[src/hw/rtl/klex_pkg.sv]
// ---------------------------------------------------------------------------
// klex_pkg
// Shared types, token codes and character helpers of the keyword token lexer.
// ---------------------------------------------------------------------------
package klex_pkg;

  localparam int POS_BITS   = 16;
  localparam int SPAN_BITS  = 16;
  localparam int KIND_BITS  = 5;
  localparam int KW_MAX_LEN = 6;
  localparam int KW_COUNT   = 8;
  localparam int WLEN_BITS  = $clog2(KW_MAX_LEN + 2);
  localparam int WIDX_BITS  = $clog2(KW_MAX_LEN);

  typedef logic [POS_BITS-1:0]  pos_t;
  typedef logic [KIND_BITS-1:0] kind_t;
  typedef logic [SPAN_BITS-1:0] span_t;

  localparam kind_t K_EOF      = 5'd0;
  localparam kind_t K_ILLEGAL  = 5'd1;
  localparam kind_t K_IDENT    = 5'd2;
  localparam kind_t K_INT      = 5'd3;
  localparam kind_t K_STRING   = 5'd4;
  localparam kind_t K_ASSIGN   = 5'd5;
  localparam kind_t K_PLUS     = 5'd6;
  localparam kind_t K_MINUS    = 5'd7;
  localparam kind_t K_BANG     = 5'd8;
  localparam kind_t K_SLASH    = 5'd9;
  localparam kind_t K_STAR     = 5'd10;
  localparam kind_t K_LT       = 5'd11;
  localparam kind_t K_GT       = 5'd12;
  localparam kind_t K_SEMI     = 5'd13;
  localparam kind_t K_COMMA    = 5'd14;
  localparam kind_t K_LPAREN   = 5'd15;
  localparam kind_t K_RPAREN   = 5'd16;
  localparam kind_t K_LBRACE   = 5'd17;
  localparam kind_t K_RBRACE   = 5'd18;
  localparam kind_t K_EQ       = 5'd19;
  localparam kind_t K_NOT_EQ   = 5'd20;
  localparam kind_t K_KEYWORD0 = 5'd21;

  localparam logic [7:0] CH_NUL   = 8'h00;
  localparam logic [7:0] CH_TAB   = 8'h09;
  localparam logic [7:0] CH_LF    = 8'h0A;
  localparam logic [7:0] CH_CR    = 8'h0D;
  localparam logic [7:0] CH_SPACE = 8'h20;
  localparam logic [7:0] CH_BANG  = 8'h21;
  localparam logic [7:0] CH_QUOTE = 8'h22;
  localparam logic [7:0] CH_EQ    = 8'h3D;
  localparam logic [7:0] CH_UNDER = 8'h5F;

  typedef enum logic [5:0] {
    MODE_IDLE   = 6'b000001,
    MODE_IDENT  = 6'b000010,
    MODE_NUMBER = 6'b000100,
    MODE_STRING = 6'b001000,
    MODE_EQ     = 6'b010000,
    MODE_BANG   = 6'b100000
  } mode_t;

  typedef struct packed {
    kind_t kind;
    span_t span_start;
    span_t span_end;
  } token_t;

  // results of one byte, handed to the output buffer
  typedef struct packed {
    logic       push;
    logic [1:0] count;
    token_t     tok0;
    token_t     tok1;
  } step_t;

  function automatic int kw_len(input int k);
    int len;
    case (k)
      0:       len = 2;
      1:       len = 3;
      2:       len = 4;
      3:       len = 5;
      4:       len = 4;
      5:       len = 2;
      6:       len = 4;
      default: len = 6;
    endcase
    return len;
  endfunction

  function automatic logic [7:0] kw_char(input int k, input int j);
    logic [63:0] s;
    int          len;
    len = kw_len(k);
    case (k)
      0:       s = "fn";
      1:       s = "let";
      2:       s = "true";
      3:       s = "false";
      4:       s = "null";
      5:       s = "if";
      6:       s = "else";
      default: s = "return";
    endcase
    if (j < len) begin
      return s[8*(len-1-j) +: 8];
    end
    return CH_NUL;
  endfunction

  function automatic logic is_letter(input logic [7:0] c);
    return (c >= 8'h61 && c <= 8'h7A) || (c >= 8'h41 && c <= 8'h5A) || c == CH_UNDER;
  endfunction

  function automatic logic is_digit(input logic [7:0] c);
    return c >= 8'h30 && c <= 8'h39;
  endfunction

  function automatic logic is_blank(input logic [7:0] c);
    return c == CH_SPACE || c == CH_TAB || c == CH_LF || c == CH_CR;
  endfunction

  function automatic kind_t single_kind(input logic [7:0] c);
    kind_t k;
    case (c)
      8'h2B:   k = K_PLUS;
      8'h2D:   k = K_MINUS;
      8'h2F:   k = K_SLASH;
      8'h2A:   k = K_STAR;
      8'h3C:   k = K_LT;
      8'h3E:   k = K_GT;
      8'h3B:   k = K_SEMI;
      8'h2C:   k = K_COMMA;
      8'h28:   k = K_LPAREN;
      8'h29:   k = K_RPAREN;
      8'h7B:   k = K_LBRACE;
      8'h7D:   k = K_RBRACE;
      default: k = K_ILLEGAL;
    endcase
    return k;
  endfunction

  // saturating position increment
  function automatic pos_t pos_inc(input pos_t p);
    return (p == '1) ? p : p + 1'b1;
  endfunction

  function automatic span_t to_span(input pos_t p);
    logic [63:0] w;
    w = 64'(p);
    return w[SPAN_BITS-1:0];
  endfunction

endpackage

[src/hw/rtl/klex_if.sv]
// ---------------------------------------------------------------------------
// klex_if
// Valid/ready channels of the lexer: source bytes in, tokens out.
// ---------------------------------------------------------------------------
interface klex_in_if;
  logic       valid;
  logic       ready;
  logic [7:0] char_byte;

  modport source (output valid, output char_byte, input ready);
  modport sink   (input valid, input char_byte, output ready);
endinterface


[src/hw/rtl/klex_core.sv]
// ---------------------------------------------------------------------------
// klex_core
// Input byte register, lexer state and the single-pass token step.
// ---------------------------------------------------------------------------
module klex_core import klex_pkg::*; (
  input  logic        clk,
  input  logic        rst_n,
  klex_in_if.sink     in_ch,
  input  logic        free,
  output step_t       step
);

  logic                 in_vld_r;
  logic [7:0]           byte_r;
  mode_t                mode_r, mode_nxt;
  pos_t                 pos_r, pos_nxt;
  pos_t                 tstart_r, tstart_nxt;
  logic [WLEN_BITS-1:0] wlen_r, wlen_nxt;
  logic [7:0]           wchars_r [KW_MAX_LEN];

  logic                 fire;
  logic                 wr_en;
  logic [WIDX_BITS-1:0] wr_idx;
  logic                 relex;
  logic                 e0, e1;
  token_t               ta, tb;
  kind_t                wkind;

  assign fire        = in_vld_r && free;
  assign in_ch.ready = !in_vld_r || fire;

  always_ff @(posedge clk) begin
    if (!rst_n) begin
      in_vld_r <= 1'b0;
    end else if (in_ch.ready) begin
      in_vld_r <= in_ch.valid;
    end
  end

  always_ff @(posedge clk) begin
    if (in_ch.valid && in_ch.ready) begin
      byte_r <= in_ch.char_byte;
    end
  end

  always_ff @(posedge clk) begin
    if (!rst_n) begin
      mode_r   <= MODE_IDLE;
      pos_r    <= '0;
      tstart_r <= '0;
      wlen_r   <= '0;
    end else if (fire) begin
      mode_r   <= mode_nxt;
      pos_r    <= pos_nxt;
      tstart_r <= tstart_nxt;
      wlen_r   <= wlen_nxt;
    end
  end

  always_ff @(posedge clk) begin
    if (fire && wr_en) begin
      wchars_r[wr_idx] <= byte_r;
    end
  end

  // keyword compare, first table entry wins
  always_comb begin
    logic hit;
    wkind = K_IDENT;
    for (int k = KW_COUNT - 1; k >= 0; k--) begin
      hit = (wlen_r == WLEN_BITS'(kw_len(k)));
      for (int j = 0; j < KW_MAX_LEN; j++) begin
        if (j < kw_len(k) && wchars_r[j] != kw_char(k, j)) begin
          hit = 1'b0;
        end
      end
      if (hit) begin
        wkind = K_KEYWORD0 + KIND_BITS'(k);
      end
    end
  end

  always_comb begin
    relex      = 1'b0;
    e0         = 1'b0;
    e1         = 1'b0;
    ta         = '0;
    tb         = '0;
    mode_nxt   = mode_r;
    tstart_nxt = tstart_r;
    wlen_nxt   = wlen_r;
    wr_en      = 1'b0;
    wr_idx     = wlen_r[WIDX_BITS-1:0];

    unique case (mode_r)
      MODE_IDENT: begin
        if (is_letter(byte_r) || is_digit(byte_r)) begin
          if (wlen_r < WLEN_BITS'(KW_MAX_LEN)) begin
            wr_en    = 1'b1;
            wlen_nxt = wlen_r + 1'b1;
          end else begin
            wlen_nxt = WLEN_BITS'(KW_MAX_LEN + 1);
          end
        end else begin
          e0    = 1'b1;
          ta    = '{kind: wkind, span_start: to_span(tstart_r), span_end: to_span(pos_r)};
          relex = 1'b1;
        end
      end
      MODE_NUMBER: begin
        if (!is_digit(byte_r)) begin
          e0    = 1'b1;
          ta    = '{kind: K_INT, span_start: to_span(tstart_r), span_end: to_span(pos_r)};
          relex = 1'b1;
        end
      end
      MODE_STRING: begin
        if (byte_r == CH_QUOTE || byte_r == CH_NUL) begin
          e0 = 1'b1;
          ta = '{kind: K_STRING, span_start: to_span(tstart_r), span_end: to_span(pos_r)};
          if (byte_r == CH_QUOTE) begin
            mode_nxt = MODE_IDLE;
          end else begin
            relex = 1'b1;
          end
        end
      end
      MODE_EQ: begin
        e0 = 1'b1;
        if (byte_r == CH_EQ) begin
          ta       = '{kind: K_EQ, span_start: '0, span_end: '0};
          mode_nxt = MODE_IDLE;
        end else begin
          ta    = '{kind: K_ASSIGN, span_start: '0, span_end: '0};
          relex = 1'b1;
        end
      end
      MODE_BANG: begin
        e0 = 1'b1;
        if (byte_r == CH_EQ) begin
          ta       = '{kind: K_NOT_EQ, span_start: '0, span_end: '0};
          mode_nxt = MODE_IDLE;
        end else begin
          ta    = '{kind: K_BANG, span_start: '0, span_end: '0};
          relex = 1'b1;
        end
      end
      default: begin
        relex = 1'b1;
      end
    endcase

    // byte taken as the start of a new token
    if (relex) begin
      mode_nxt = MODE_IDLE;
      if (byte_r == CH_NUL) begin
        e1 = 1'b1;
        tb = '{kind: K_EOF, span_start: '0, span_end: '0};
      end else if (is_blank(byte_r)) begin
        mode_nxt = MODE_IDLE;
      end else if (byte_r == CH_EQ) begin
        mode_nxt = MODE_EQ;
      end else if (byte_r == CH_BANG) begin
        mode_nxt = MODE_BANG;
      end else if (byte_r == CH_QUOTE) begin
        mode_nxt   = MODE_STRING;
        tstart_nxt = pos_inc(pos_r);
      end else if (is_letter(byte_r)) begin
        mode_nxt   = MODE_IDENT;
        tstart_nxt = pos_r;
        wr_en      = 1'b1;
        wr_idx     = '0;
        wlen_nxt   = WLEN_BITS'(1);
      end else if (is_digit(byte_r)) begin
        mode_nxt   = MODE_NUMBER;
        tstart_nxt = pos_r;
      end else begin
        e1 = 1'b1;
        tb = '{kind: single_kind(byte_r), span_start: '0, span_end: '0};
      end
    end

    if (byte_r == CH_NUL) begin
      pos_nxt    = '0;
      tstart_nxt = '0;
      wlen_nxt   = '0;
      mode_nxt   = MODE_IDLE;
    end else begin
      pos_nxt = pos_inc(pos_r);
    end

    step.push  = fire;
    step.count = {1'b0, e0} + {1'b0, e1};
    step.tok0  = e0 ? ta : tb;
    step.tok1  = tb;
  end

`ifndef NO_ASSERTIONS
  a_hold_byte: assert property (@(posedge clk) disable iff (!rst_n)
    in_vld_r && !free |=> in_vld_r && $stable(byte_r))
    else $error("held byte lost or changed while output buffer full");

  a_two_from_pending: assert property (@(posedge clk) disable iff (!rst_n)
    step.push && step.count == 2'd2 |-> mode_r != MODE_IDLE)
    else $error("two tokens from a byte with no pending token");

  a_eof_restart: assert property (@(posedge clk) disable iff (!rst_n)
    fire && byte_r == CH_NUL |=> pos_r == '0 && mode_r == MODE_IDLE && wlen_r == '0)
    else $error("end byte did not restart the lexer");
`endif

endmodule

[src/flat_wrapper.sv]
// flat-port wrapper written by rule: the top's interface ports become plain ports
module klex_core_flat import klex_pkg::*;
  (clk, rst_n, free, step, in_ch_valid, in_ch_char_byte, in_ch_ready);
  klex_in_if in_ch_i ();
  input  logic clk;
  input  logic rst_n;
  input  logic free;
  output step_t step;
  input wire logic [$bits(in_ch_i.valid)-1:0] in_ch_valid;
  input wire logic [$bits(in_ch_i.char_byte)-1:0] in_ch_char_byte;
  output wire logic [$bits(in_ch_i.ready)-1:0] in_ch_ready;
  assign in_ch_i.valid = in_ch_valid;
  assign in_ch_i.char_byte = in_ch_char_byte;
  assign in_ch_ready = in_ch_i.ready;
  klex_core u_core (.clk(clk), .rst_n(rst_n), .in_ch(in_ch_i), .free(free), .step(step));
endmodule
[config.mk]
export PLATFORM = sky130hd
export DESIGN_NAME = klex_core_flat
export DESIGN_NICKNAME = d
export VERILOG_FILES = /design/src/hw/rtl/klex_pkg.sv /design/src/hw/rtl/klex_if.sv /design/src/hw/rtl/klex_core.sv /design/src/flat_wrapper.sv
export SDC_FILE = /design/constraint.sdc
export NUM_CORES = 1
export LEC_CHECK = 0
export BUFFER_PORTS_ARGS = -buffer_cell sky130_fd_sc_hd__clkbuf_2
export CAP_MARGIN = 10
export CORE_UTILIZATION = 50
export DETAILED_ROUTE_END_ITERATION = 10
export PLACE_DENSITY = 0.74
export SYNTH_ARGS = -nofsm -noshare
export SYNTH_HDL_FRONTEND = slang
export SYNTH_SLANG_ARGS = --single-unit
export TNS_END_PERCENT = 10
[constraint.sdc]
create_clock -name clk -period 3.4 [get_ports clk]
set_input_delay 0.68 -clock clk [delete_from_list [all_inputs] [get_ports clk]]
set_output_delay 0.68 -clock clk [all_outputs]
set_load 0.02 [all_outputs]
==> impl_metrics.yaml <==
status:
  outcome: "complete, but fails checks"
  violations: "negative setup slack"
synth:
  synth_edf_count: 56
  yosysWarnings: 0
  syn_area_mm2: 0.00617
  synth_ff_type: "edfxtp_1"
  seq_area_frac_synth_pct: 40.9
  synth.distinct_cells: 81
  synth_seq_cells: 98
  yosys.area.top_type: "edfxtp_1"
  async_reset_ff_share_pct: 0
  synth.top_cells.by_count: "56 x edfxtp_1, 49 x nand2_1, 42 x dfxtp_1"
  syn_avg_cell_area_um2: 9.13
  netlist.area_leader.share_pct: 27.2
  netlist_instances: 676
  yosysMostFrequentCell: "edfxtp_1"
  synth.area.top_cells: "edfxtp_1 27%, dfxtp_1 14%, buf_4 4.3%, a21oi_1 3.1%, and2_1 3.0%"
clock_network:
  htreeDepth: 3
  clock_sinks: 98
  clk_pin_slew_ps: 70
  cts_buffers: 9
  cts_tree: "built"
  clockRootBuffer: "clkbuf_16"
  clock_latency_ps: 360
  clock_path_buffers: 2
  cts_hold_buf: 0
grt:
  grt_pass1_wl_mm: 27.2
  antenna_found_initial: 0
  grt_usage_pct: 27.1
  grt_overflow_total: 0
  grt_pass1_vias: 5225
  grt_max_degree: 35
layout:
  drive_gt1_share_pct: 22.9
  stdcell_area_mm2: 0.00723
  n_antenna_cell: 0
  fin_nets: 771
  area_delta_synth_final_pct: 17.1
sta:
  finalWorstSetupSlack_ps: -8.15
  rsz0062_at_grt: "yes"
  fin_crit_ps: 3410
  tightest_slew_ps: 730
  finalSetupTns_ps: -8.15
  min_period_over_period_pct: 100
  fmax_mhz: 293
  hold-worst-slack_ps: 459
  slew_headroom_pct: 50.9
  report.final.setup_viol: 1
  skew_ps: 6.76
  drv_slew: 0
  final-hold-violation-count: 0
drt:
  drt_iter0_markers: 585
  drc: 0
  wirelength_mm: 17.4
  wl_per_cell_um: 19.2
  dr.pass1.iters: 5
  ant_nets: 0
  vias_per_cell: 6.39
  vias: 5779
floorplanning:
  die_w_um: 113
  die_area_mm2: 0.0128
  rows: 40
  io_pins: 90
  core_mm2: 0.0120
  dieHeight_um: 113
  start_util_pct: 51.4
placed_design:
  dpl_cell_area_mm2: 0.00654
  place_ws_ps: 184
  io_buffers: 57
  dp_hpwl_mm: 12.2
  routabilityCongestion: 0.943
power_and_ir_drop:
  power_mw: 2.60
  power_frac_seq_pct: 49.3
  p_switching_mw: 0.657
  comb_power_share_pct: 9.8
  p_sw_share_pct: 25.3
  leakage_nw: 2.69
  p_int_mw: 1.94
  ir_drop_mv: 0.254
  clockPowerShare_pct: 41.0
  power_density_mw_per_mm2: 359
setup_path:
  rrSetupSlack_ps: 410
  cp.required_ps: 2720
  crit_arrival_ps: 2730
  end_kind: "output pin"
  r2r_start: "u_core.byte_r[1]"
  cp-start-kind: "flip-flop"
  r2r-end: "u_core.wchars_r[0][2]"
  rr_worst_depth: 10
  path_max_fanout: 12
  critPathKind: "flip-flop to output pin"
min_path:
  holdPathEnd: "u_core.tstart_r[7]"
  hold_path_depth: 2
  hold_path.class: "flip-flop to flip-flop"
  min-delay-start: "u_core.tstart_r[7]"
flow_run:
  max-cap-violations: 0
registers in the layout, summed over array words and instances, names as in the netlist:
register	count
u_core.byte_r	8
u_core.tstart_r	16
u_core.pos_r	16
u_core.wlen_r	3
u_core.in_vld_r	1
u_core.mode_r	6
u_core.wchars_r	48
routing by layer:
metal  GRT usage [%]  routed length [µm]  up-vias
met4            9.47                 341        0
met1            37.0                7350     2811
li1                -                   -     2635
met2            43.6                8260      297
met5               0                   0        -
met3            4.61                1410       36
area by class of cell:
cell class	count	area, µm²
flip-flops and latches	98	2520
inverters	19	71.3
clock buffers	9	225
well taps	147	184
fillers	1035	4780
clock inverters	7	83.8
multi-input cells	512	3420
repair buffers	112	723
worst max-delay path: stages (launching register included):
cell      delay (ps)
edfxtp_1         530
buf_8            210
or3_1            370
a2111o_1         430
nand2_2          110
nor2_1            60
and3_1           210
ha_1             300
buf_2            160
placed cells by master (no fill, tap or decap), types with 28 or more instances in the layout:
cell      synthesis  layout
a21oi_1          38      37
and2_1           30      30
buf_4            35      55
clkbuf_2          0      53
conb_1            1      32
dfxtp_1          42      41
edfxtp_1         56      56
nand2_1          49      47
nor2_1           40      39
o21ai_0          28      28
kinds of logic after synthesis:
group	Yosys count	synth area share, %
mux	16	2.61
compound gates	156	17.3
flops	98	40.9
fa+ha+maj	7	1.42
buf+inv	97	8.49
other cells	1	0.0607
xor+xnor	5	0.709
simple gates	296	28.5
power groups by stage:
stage                     clock network (mW)  registers, mW  logic [mW]
final                                   1.06           1.28       0.253
after global routing                    1.12           1.28       0.273
after CTS                               1.07           1.28       0.217
after detailed placement                   0           1.31       0.199
after global placement                     0           1.31       0.195
after floorplan                            0           1.30       0.177
worst max-delay path by stage:
| stage | startpoint | endpoint | slack (ps) |
|---|---|---|---|
| finish | u_core.byte_r[2] | step[74] | -8 |
| detailed placement | u_core.byte_r[1] | step[70] | 180 |
| global route | u_core.wchars_r[0][2] | step[72] | -90 |
| floorplan | u_core.byte_r[1] | step[72] | 130 |
| CTS | u_core.byte_r[1] | step[70] | -80 |
| global placement | u_core.byte_r[1] | step[70] | 210 |
metrics by stage:
stage	util (%)	cells
2_1_floorplan	-	707
3_3_place_gp	54.5	863
3_5_place_dp	54.5	863
4_1_cts	58.0	888
5_1_grt	60.2	904
6_report	60.2	904
what timing repair did:
item | in CTS | in global routing
setup buffers | 9 | 16
gates resized for setup | 8 | 32
pin swaps | 2 | 7
endpoints found under the setup margin | 13 | 43
No activity file was read; power rests on OpenSTA's default activity.
